**src/design/hill_cipher_3x3_decrypt_core_macros.svh**
```systemverilog
// assertion macros for the hill cipher 3x3 decrypt core
// no dependencies; included by the top level only
`ifndef HILL_CIPHER_3X3_DECRYPT_CORE_MACROS_SVH
`define HILL_CIPHER_3X3_DECRYPT_CORE_MACROS_SVH
`ifndef SYNTH
`define HCD_ASSERT_IMPLIES(name, clk, rst, a, b) \
  name: assert property (@(posedge clk) disable iff (rst) (a) |-> (b)) \
    else $error("hcd assertion failed");
`define HCD_ASSERT_NEXT(name, clk, rst, a, b) \
  name: assert property (@(posedge clk) disable iff (rst) (a) |=> (b)) \
    else $error("hcd assertion failed");
`else
`define HCD_ASSERT_IMPLIES(name, clk, rst, a, b)
`define HCD_ASSERT_NEXT(name, clk, rst, a, b)
`endif
`endif

```
**src/design/hcd_pkg.sv**
```systemverilog
// shared types, constants and modular arithmetic helpers for the decrypt core
// no dependencies
`default_nettype none
package hcd_pkg;

  localparam int MODULUS     = 26;
  localparam int LW          = 5;
  localparam int KW          = 9 * LW;
  localparam int RW          = 12;
  localparam int RECIP_SHIFT = 16;
  localparam int RECIP       = (1 << RECIP_SHIFT) / MODULUS;
  localparam int Q_DEPTH     = 2;
  localparam int QAW         = (Q_DEPTH > 1) ? $clog2(Q_DEPTH) : 1;
  localparam int QCW         = $clog2(Q_DEPTH + 1);

  localparam logic [RW-1:0] OFFSET    = RW'(MODULUS * (MODULUS - 1));
  localparam logic [KW-1:0] KEY_RESET = 45'd1099512676353;

  typedef logic [LW-1:0] letter_t;

  typedef struct packed {
    letter_t l2;
    letter_t l1;
    letter_t l0;
  } group_t;

  typedef struct packed {
    logic   push;
    group_t group;
  } push_t;

  typedef struct packed {
    logic full;
    logic empty;
  } q_stat_t;

  typedef enum logic [2:0] {
    B_IDLE,
    B_COF,
    B_ADJ,
    B_DET,
    B_DINV,
    B_INV,
    B_ROW,
    B_ERR
  } back_state_t;

  typedef letter_t inv_table_t [MODULUS];

  function automatic inv_table_t build_inv_table();
    inv_table_t tab;
    int a;
    int x;
    for (a = 0; a < MODULUS; a++) begin
      tab[a] = '0;
      for (x = MODULUS - 1; x >= 1; x--) begin
        if (((a * x) % MODULUS) == 1) tab[a] = LW'(x);
      end
    end
    return tab;
  endfunction

  localparam inv_table_t INV_TABLE = build_inv_table();

  // remainder by reciprocal multiply, one correction step
  function automatic letter_t mod_reduce(input logic [RW-1:0] x);
    logic [RW+RECIP_SHIFT-1:0] prod;
    logic [RW-1:0]             q;
    logic [RW-1:0]             r;
    prod = (RW + RECIP_SHIFT)'(x) * (RW + RECIP_SHIFT)'(RECIP);
    q    = prod[RW+RECIP_SHIFT-1:RECIP_SHIFT];
    r    = x - RW'(q * RW'(MODULUS));
    if (r >= RW'(MODULUS)) r = r - RW'(MODULUS);
    return r[LW-1:0];
  endfunction

  function automatic logic [RW-1:0] mul(input letter_t a, input letter_t b);
    return RW'(a) * RW'(b);
  endfunction

endpackage
`default_nettype wire

```
**src/design/hill_cipher_3x3_decrypt_core.sv**
```systemverilog
// hill cipher 3x3 decrypt core, modulo 26
// flow: the back end pops each queued group, steps through cofactor, adjugate, determinant
//   and inverse states, then emits three letters or a key error, and only then pops the next;
//   letters taken one per cycle until the two-group queue fills
// reset: synchronous, clears letter count, queue, sequencer and output valid;
//   key returns to the identity matrix
`default_nettype none
`include "hill_cipher_3x3_decrypt_core_macros.svh"
module hill_cipher_3x3_decrypt_core (
  input  wire logic                   clk,
  input  wire logic                   rst,
  input  wire logic                   s_tvalid,
  output logic                        s_tready,
  input  wire logic [7:0]             s_tdata,   // [4:0] cipher_letter
  output logic                        m_tvalid,
  input  wire logic                   m_tready,
  output logic [7:0]                  m_tdata,   // [4:0] plain_letter
  output logic                        m_tlast,
  output logic                        m_tuser,   // [0] key_error
  input  wire logic                   cfg_valid,
  output logic                        cfg_ready,
  input  wire logic [hcd_pkg::KW-1:0] cfg_data
);

  logic [hcd_pkg::KW-1:0] key;
  hcd_pkg::push_t         push;
  hcd_pkg::q_stat_t       q_stat;
  hcd_pkg::group_t        rd_group;
  logic                   pop;
  hcd_pkg::letter_t       out_letter;

  assign cfg_ready = 1'b1;

  always_ff @(posedge clk) begin
    if (rst) key <= hcd_pkg::KEY_RESET;
    else if (cfg_valid && cfg_ready) key <= cfg_data;
  end

  hcd_front u_front (
    .clk       (clk),
    .rst       (rst),
    .in_valid  (s_tvalid),
    .in_letter (s_tdata[hcd_pkg::LW-1:0]),
    .q_stat    (q_stat),
    .in_ready  (s_tready),
    .push      (push)
  );

  hcd_group_fifo u_fifo (
    .clk      (clk),
    .rst      (rst),
    .push     (push),
    .pop      (pop),
    .rd_group (rd_group),
    .q_stat   (q_stat)
  );

  hcd_back u_back (
    .clk        (clk),
    .rst        (rst),
    .key        (key),
    .rd_group   (rd_group),
    .q_stat     (q_stat),
    .pop        (pop),
    .out_ready  (m_tready),
    .out_valid  (m_tvalid),
    .out_letter (out_letter),
    .out_last   (m_tlast),
    .out_err    (m_tuser)
  );

  assign m_tdata = {(8 - hcd_pkg::LW)'(0), out_letter};

  `HCD_ASSERT_IMPLIES(a_err_result, clk, rst, m_tvalid && m_tuser, m_tlast && (m_tdata == 8'd0))
  `HCD_ASSERT_IMPLIES(a_letter_range, clk, rst, m_tvalid, m_tdata < 8'(hcd_pkg::MODULUS))
  `HCD_ASSERT_IMPLIES(a_no_push_full, clk, rst, push.push, !q_stat.full)
  `HCD_ASSERT_NEXT(a_pop_leaves_idle, clk, rst, pop, !pop)

endmodule
`default_nettype wire

```
**src/design/hcd_front.sv**
```systemverilog
// front end: collects ciphertext letters into groups of three
// depends on hcd_pkg
`default_nettype none
module hcd_front (
  input  wire logic            clk,
  input  wire logic            rst,
  input  wire logic            in_valid,
  input  wire hcd_pkg::letter_t in_letter,
  input  wire hcd_pkg::q_stat_t q_stat,
  output logic                 in_ready,
  output hcd_pkg::push_t       push
);

  logic [1:0]       count;
  hcd_pkg::letter_t held [2];
  logic             accept;

  assign in_ready = !q_stat.full;
  assign accept   = in_valid && in_ready;

  assign push.push     = accept && (count == 2'd2);
  assign push.group.l0 = held[0];
  assign push.group.l1 = held[1];
  assign push.group.l2 = in_letter;

  always_ff @(posedge clk) begin
    if (rst) begin
      count   <= '0;
      held[0] <= '0;
      held[1] <= '0;
    end else if (accept) begin
      if (count == 2'd2) begin
        count <= '0;
      end else begin
        held[count[0]] <= in_letter;
        count          <= count + 2'd1;
      end
    end
  end

endmodule
`default_nettype wire

```
**src/design/hcd_group_fifo.sv**
```systemverilog
// short queue of complete letter groups between front and back
// depends on hcd_pkg
`default_nettype none
module hcd_group_fifo (
  input  wire logic           clk,
  input  wire logic           rst,
  input  wire hcd_pkg::push_t push,
  input  wire logic           pop,
  output hcd_pkg::group_t     rd_group,
  output hcd_pkg::q_stat_t    q_stat
);

  hcd_pkg::group_t                 mem [hcd_pkg::Q_DEPTH];
  logic [hcd_pkg::QAW-1:0]         wr_ptr;
  logic [hcd_pkg::QAW-1:0]         rd_ptr;
  logic [hcd_pkg::QCW-1:0]         cnt;
  logic                            do_push;
  logic                            do_pop;

  assign q_stat.full  = (cnt == hcd_pkg::QCW'(hcd_pkg::Q_DEPTH));
  assign q_stat.empty = (cnt == '0);
  assign do_push      = push.push && !q_stat.full;
  assign do_pop       = pop && !q_stat.empty;
  assign rd_group     = mem[rd_ptr];

  always_ff @(posedge clk) begin
    if (do_push) mem[wr_ptr] <= push.group;
  end

  always_ff @(posedge clk) begin
    if (rst) begin
      wr_ptr <= '0;
      rd_ptr <= '0;
      cnt    <= '0;
    end else begin
      if (do_push) begin
        wr_ptr <= (wr_ptr == hcd_pkg::QAW'(hcd_pkg::Q_DEPTH - 1)) ? '0 : wr_ptr + 1'b1;
      end
      if (do_pop) begin
        rd_ptr <= (rd_ptr == hcd_pkg::QAW'(hcd_pkg::Q_DEPTH - 1)) ? '0 : rd_ptr + 1'b1;
      end
      if (do_push && !do_pop) cnt <= cnt + 1'b1;
      else if (do_pop && !do_push) cnt <= cnt - 1'b1;
    end
  end

endmodule
`default_nettype wire

```
**src/design/hcd_back.sv**
```systemverilog
// back end: key inverse sequencer, matrix product and output register
// depends on hcd_pkg
`default_nettype none
module hcd_back (
  input  wire logic                       clk,
  input  wire logic                       rst,
  input  wire logic [hcd_pkg::KW-1:0]     key,
  input  wire hcd_pkg::group_t            rd_group,
  input  wire hcd_pkg::q_stat_t           q_stat,
  output logic                            pop,
  input  wire logic                       out_ready,
  output logic                            out_valid,
  output hcd_pkg::letter_t                out_letter,
  output logic                            out_last,
  output logic                            out_err
);

  hcd_pkg::back_state_t state;
  hcd_pkg::back_state_t state_next;
  logic [1:0]           row;
  hcd_pkg::letter_t     k    [9];
  hcd_pkg::letter_t     v    [3];
  logic [hcd_pkg::RW-1:0] cof [9];
  hcd_pkg::letter_t     adj  [9];
  logic [hcd_pkg::RW-1:0] det_raw;
  hcd_pkg::letter_t     dinv;
  hcd_pkg::letter_t     inv  [9];
  hcd_pkg::letter_t     sel  [3];
  logic [hcd_pkg::RW-1:0] row_sum;
  logic                 out_free;
  logic                 load_row;
  logic                 load_err;

  assign out_free = !out_valid || out_ready;

  always_comb begin
    state_next = state;
    case (state)
      hcd_pkg::B_IDLE: if (!q_stat.empty) state_next = hcd_pkg::B_COF;
      hcd_pkg::B_COF:  state_next = hcd_pkg::B_ADJ;
      hcd_pkg::B_ADJ:  state_next = hcd_pkg::B_DET;
      hcd_pkg::B_DET:  state_next = hcd_pkg::B_DINV;
      hcd_pkg::B_DINV: begin
        if (hcd_pkg::INV_TABLE[hcd_pkg::mod_reduce(det_raw)] == '0) begin
          state_next = hcd_pkg::B_ERR;
        end else begin
          state_next = hcd_pkg::B_INV;
        end
      end
      hcd_pkg::B_INV:  state_next = hcd_pkg::B_ROW;
      hcd_pkg::B_ROW:  if (out_free && row == 2'd2) state_next = hcd_pkg::B_IDLE;
      hcd_pkg::B_ERR:  if (out_free) state_next = hcd_pkg::B_IDLE;
      default:         state_next = hcd_pkg::B_IDLE;
    endcase
  end

  always_comb begin
    pop      = 1'b0;
    load_row = 1'b0;
    load_err = 1'b0;
    case (state)
      hcd_pkg::B_IDLE: pop = !q_stat.empty;
      hcd_pkg::B_ROW:  load_row = out_free;
      hcd_pkg::B_ERR:  load_err = out_free;
      default: begin
        pop = 1'b0;
      end
    endcase
  end

  always_comb begin
    case (row)
      2'd0:    begin sel[0] = inv[0]; sel[1] = inv[1]; sel[2] = inv[2]; end
      2'd1:    begin sel[0] = inv[3]; sel[1] = inv[4]; sel[2] = inv[5]; end
      default: begin sel[0] = inv[6]; sel[1] = inv[7]; sel[2] = inv[8]; end
    endcase
    row_sum = hcd_pkg::mul(sel[0], v[0]) + hcd_pkg::mul(sel[1], v[1])
            + hcd_pkg::mul(sel[2], v[2]);
  end

  always_ff @(posedge clk) begin
    if (rst) begin
      state     <= hcd_pkg::B_IDLE;
      row       <= '0;
      out_valid <= 1'b0;
    end else begin
      state <= state_next;
      if (state == hcd_pkg::B_INV) row <= '0;
      else if (load_row) row <= row + 2'd1;
      if (load_row || load_err) out_valid <= 1'b1;
      else if (out_ready) out_valid <= 1'b0;
    end
  end

  always_ff @(posedge clk) begin
    if (pop) begin
      for (int i = 0; i < 9; i++) begin
        k[i] <= hcd_pkg::mod_reduce(hcd_pkg::RW'(key[i*hcd_pkg::LW +: hcd_pkg::LW]));
      end
      v[0] <= hcd_pkg::mod_reduce(hcd_pkg::RW'(rd_group.l0));
      v[1] <= hcd_pkg::mod_reduce(hcd_pkg::RW'(rd_group.l1));
      v[2] <= hcd_pkg::mod_reduce(hcd_pkg::RW'(rd_group.l2));
    end
    if (state == hcd_pkg::B_COF) begin
      cof[0] <= hcd_pkg::OFFSET + hcd_pkg::mul(k[4], k[8]) - hcd_pkg::mul(k[5], k[7]);
      cof[1] <= hcd_pkg::OFFSET + hcd_pkg::mul(k[2], k[7]) - hcd_pkg::mul(k[1], k[8]);
      cof[2] <= hcd_pkg::OFFSET + hcd_pkg::mul(k[1], k[5]) - hcd_pkg::mul(k[2], k[4]);
      cof[3] <= hcd_pkg::OFFSET + hcd_pkg::mul(k[5], k[6]) - hcd_pkg::mul(k[3], k[8]);
      cof[4] <= hcd_pkg::OFFSET + hcd_pkg::mul(k[0], k[8]) - hcd_pkg::mul(k[2], k[6]);
      cof[5] <= hcd_pkg::OFFSET + hcd_pkg::mul(k[2], k[3]) - hcd_pkg::mul(k[0], k[5]);
      cof[6] <= hcd_pkg::OFFSET + hcd_pkg::mul(k[3], k[7]) - hcd_pkg::mul(k[4], k[6]);
      cof[7] <= hcd_pkg::OFFSET + hcd_pkg::mul(k[1], k[6]) - hcd_pkg::mul(k[0], k[7]);
      cof[8] <= hcd_pkg::OFFSET + hcd_pkg::mul(k[0], k[4]) - hcd_pkg::mul(k[1], k[3]);
    end
    if (state == hcd_pkg::B_ADJ) begin
      for (int i = 0; i < 9; i++) adj[i] <= hcd_pkg::mod_reduce(cof[i]);
    end
    if (state == hcd_pkg::B_DET) begin
      det_raw <= hcd_pkg::mul(k[0], adj[0]) + hcd_pkg::mul(k[1], adj[3])
               + hcd_pkg::mul(k[2], adj[6]);
    end
    if (state == hcd_pkg::B_DINV) begin
      dinv <= hcd_pkg::INV_TABLE[hcd_pkg::mod_reduce(det_raw)];
    end
    if (state == hcd_pkg::B_INV) begin
      for (int i = 0; i < 9; i++) inv[i] <= hcd_pkg::mod_reduce(hcd_pkg::mul(dinv, adj[i]));
    end
    if (load_row) begin
      out_letter <= hcd_pkg::mod_reduce(row_sum);
      out_last   <= (row == 2'd2);
      out_err    <= 1'b0;
    end else if (load_err) begin
      out_letter <= '0;
      out_last   <= 1'b1;
      out_err    <= 1'b1;
    end
  end

endmodule
`default_nettype wire
```
**config.mk**
```make
export PLATFORM = sky130hd
export DESIGN_NAME = hill_cipher_3x3_decrypt_core
export DESIGN_NICKNAME = d
export VERILOG_FILES = /design/src/design/hcd_pkg.sv /design/src/design/hill_cipher_3x3_decrypt_core.sv /design/src/design/hcd_front.sv /design/src/design/hcd_group_fifo.sv /design/src/design/hcd_back.sv
export VERILOG_INCLUDE_DIRS = /design/src /design/src/design
export SDC_FILE = /design/constraint.sdc
export NUM_CORES = 2
export LEC_CHECK = 0
export ABC_CLOCK_PERIOD_IN_PS = 13550
export BUFFER_PORTS_ARGS = -buffer_cell sky130_fd_sc_hd__buf_2
export CAP_MARGIN = 20
export CELL_PAD_IN_SITES_DETAIL_PLACEMENT = 1
export CELL_PAD_IN_SITES_GLOBAL_PLACEMENT = 2
export CORE_MARGIN = 3
export CORE_UTILIZATION = 40
export DETAILED_ROUTE_END_ITERATION = 6
export GPL_ROUTABILITY_DRIVEN = 0
export PLACE_DENSITY = 0.89
export SLEW_MARGIN = 25
export SYNTH_ARGS = -nofsm -noshare
export SYNTH_HDL_FRONTEND = slang
export SYNTH_HIERARCHICAL = 1
export SYNTH_SLANG_ARGS = --single-unit
```
**constraint.sdc**
```tcl
create_clock -name clk -period 13.55 [get_ports clk]
set_clock_uncertainty 0.15 [all_clocks]
set_input_delay 2.0325 -clock clk [delete_from_list [all_inputs] [get_ports clk]]
set_output_delay 2.0325 -clock clk [all_outputs]
set_load 0.02 [all_outputs]
```
==> qor.yml <==
placement:
  port_buffers: 63
  post-place-ws_ps: -576
  place_hpwl_mm: 206
cts:
  cts.sinks: 380
  clk_pin_slew_worst_paths_ps: 60
  clock_path_buffers: 3
  cts_root_buffer: "clkbuf_16"
  cts_hold_buffers: 0
  cts_made_buffers: 50
  clk-insertion-delay-late_ps: 700
  cts_tree: "yes"
  h-tree-depth: 2
run_status:
  status: "finished clean"
worst_setup_path:
  end_kind: "flop"
  cp_data_required_time_ps: 13810
  critPathMaxStageDelay_ps: 540
  worstPathArrival_ps: 13610
  critPathMaxFanout: 6
  crit_type: "flop to flop"
  crit_slowest_cell: "fa_1"
  startpoint_type: "flop"
  crit_top_cell: "fa_1"
floorplan:
  start_util_pct: 40.4
  coreArea_um2: 255000
  die-area_um2: 264000
  die_w_um: 514
  die_h_um: 514
  core.rowCount: 185
  top_level_ports: 71
global_route:
  grt_use_total_pct: 18.8
  first_global_vias: 84700
  grt_first_pass_wirelength_mm: 413
  grt_max_degree: 63
  overflow: 0
  antenna_found_initial: 9
finish:
  n_fill_cell: 29400
  nNetsFinal: 14800
  drive_gt1_share_pct: 4.54
  area_delta_synth_final_pct: 7.23
sta:
  hold_ws_ps: 294
  relSlewSlack_pct: 30.0
  hold_viol: 0
  finalSetupViolations: 0
  rsz0062_at_grt: "true"
  maxSlewViolCount: 0
  fin_crit_sh_pct: 98.5
  setup_slack_ps: 201
  min_period_ps: 13350
  worstMarginPinSlew_ps: 1050
  max_freq_mhz: 74.9
synth:
  synthTopCellsByArea: "ha_1 (28%), fa_1 (27%), inv_1 (11%)"
  synth_area_um2: 103000
  synthTopCellsByCount: "inv_1 (2956), ha_1 (2297), fa_1 (1396)"
  yosysMostFrequentCell: "inv_1"
  synth.distinct_cells: 93
  ys_seq_area_share_pct: 10.5
  ys_ff_latch: 380
  avgSynthCellArea_um2: 9.44
  synth_edf_count: 321
  async_flop_share_pct: 0
  ys.flop_type: "edfxtp_1"
  synth.top_cell.area_share_pct: 27.9
  syn_inst: 10900
  synth_warnings: 6
  yosysTopAreaCell: "ha_1"
routing:
  wl_mm: 240
  drtAntennaViolNets: 0
  drtPass1Iterations: 5
  drc: 0
  wl_per_cell_um: 16.6
  vias: 72500
  viasPerCell: 5.01
  initialDrtViolationCount: 1967
run:
  maxCapViolations: 0
worst_hold_path:
  hold_class: "flop to flop"
-- routing by layer --
layer | global-route usage, % | part of all wire, %
met1 | 22.6 | 42
met2 | 35.7 | 53
met3 | 1.63 | 2.4
met4 | 4.53 | 2.6
met5 | 0 | 0.0054
-- timing repair --
action                                  4_1_cts  5_1_grt
endpoints found under the setup margin        4        4
setup buffers                                 6       11
gates resized for setup                      31       95
pin swaps                                    14       68
gates cloned                                  0        0
-- path summary, 6_finish.rpt --
| kind | depth (start not counted) | endpoint | slack [ps] | from |
|---|---|---|---|---|
| setup / recovery | 60 | u_back/out_letter[2]$_SDFFCE_PN0P_ | 200 | u_back/row[0]$_SDFFE_PP0P_ |
| hold reg to reg | 0 | u_fifo/mem[0][7]$_DFFE_PP_ | 290 | u_front/held[1][2]$_SDFFCE_PN0P_ |
| hold / removal | 0 | u_fifo/mem[0][7]$_DFFE_PP_ | 290 | u_front/held[1][2]$_SDFFCE_PN0P_ |
| setup reg to reg | 60 | u_back/out_letter[2]$_SDFFCE_PN0P_ | 200 | u_back/row[0]$_SDFFE_PP0P_ |
-- placed cells by master (no fill, tap or decap), types with 18 or more instances in the layout --
cell type,n
a21oi_1,408
buf_4,154
and2_1,509
clkbuf_16,50
o211ai_1,22
nor2_1,277
xor2_1,206
nor3_1,64
o21bai_1,123
buf_2,63
a21o_1,224
fa_1,1394
o21ai_0,201
dfxtp_1,57
or3_1,34
a41o_1,23
mux2i_1,82
nand2_1,447
o21a_1,87
or2_2,33
a211oi_1,22
a21boi_0,48
nor2b_1,108
a22oi_1,22
inv_1,2941
o31ai_1,18
nand2b_1,66
mux2_2,32
o21ai_1,23
edfxtp_1,321
xnor2_1,352
ha_1,2282
-- per-stage QoR --
stage / cells / setup TNS [ps] / cell area (um^2) / util, %
after global placement: 14400 / -328 / 108000 / 42.4
after CTS: 14500 / 0 / 110000 / 43.1
final: 14500 / 0 / 111000 / 43.3
after detailed placement: 14400 / -2000 / 108000 / 42.4
after global routing: 14500 / -1170 / 111000 / 43.3
after floorplan: 10900 / 0 / 103000 / -
-- critical path: cells and delay by family, from the launching register on --
family,cells,cell delay [ps]
buffers and inverters,15,1150
AOI/OAI and AO/OA,14,2480
and+or+nand+nor,10,1680
xor gates and xnor gates,4,540
adders and majority gates,17,6720
DFF,1,380
-- logic make-up (layout without fill, tap and decap cells) --
kind of cell	after synthesis	after routing	share of synthesized area, %
AO/OA/AOI/OAI	1377	1377	8.68
XOR/XNOR	576	576	4.91
adder cells (fa/ha/maj)	3693	3693	54.9
buffers and inverters	3111	3278	11.4
flip-flops	380	380	10.5
multiplexers	114	114	1.14
other	2	5	0.00728
AND/OR/NAND/NOR	1677	1677	8.40
-- sequential cells by signal, summed over array words and instances, names as in the netlist, 10 cells and up, named ones only --
name,count
key,45
u_back/adj,45
u_back/cof,108
u_back/det_raw,12
u_back/inv,45
u_back/k,45
u_back/v,15
u_fifo/mem,30
u_front/held,10
-- final cells by class --
| type | instances | area, um^2 | share of cell area (%) |
|---|---|---|---|
| well taps | 3366 | 4210 | 3.81 |
| repair buffers | 230 | 1630 | 1.47 |
| clock buffers | 52 | 1260 | 1.14 |
| diodes | 1 | 2.50 | 0.00226 |
| flip-flops and latches | 380 | 10800 | 9.78 |
| multi-input cells | 7441 | 81200 | 73.3 |
| inverters | 2956 | 11100 | 10.0 |
| clock inverters | 40 | 474 | 0.429 |
Power is left out: the tool's default activity adds up to more than one toggle a clock period on the data nets, which glitch-free logic cannot reach.
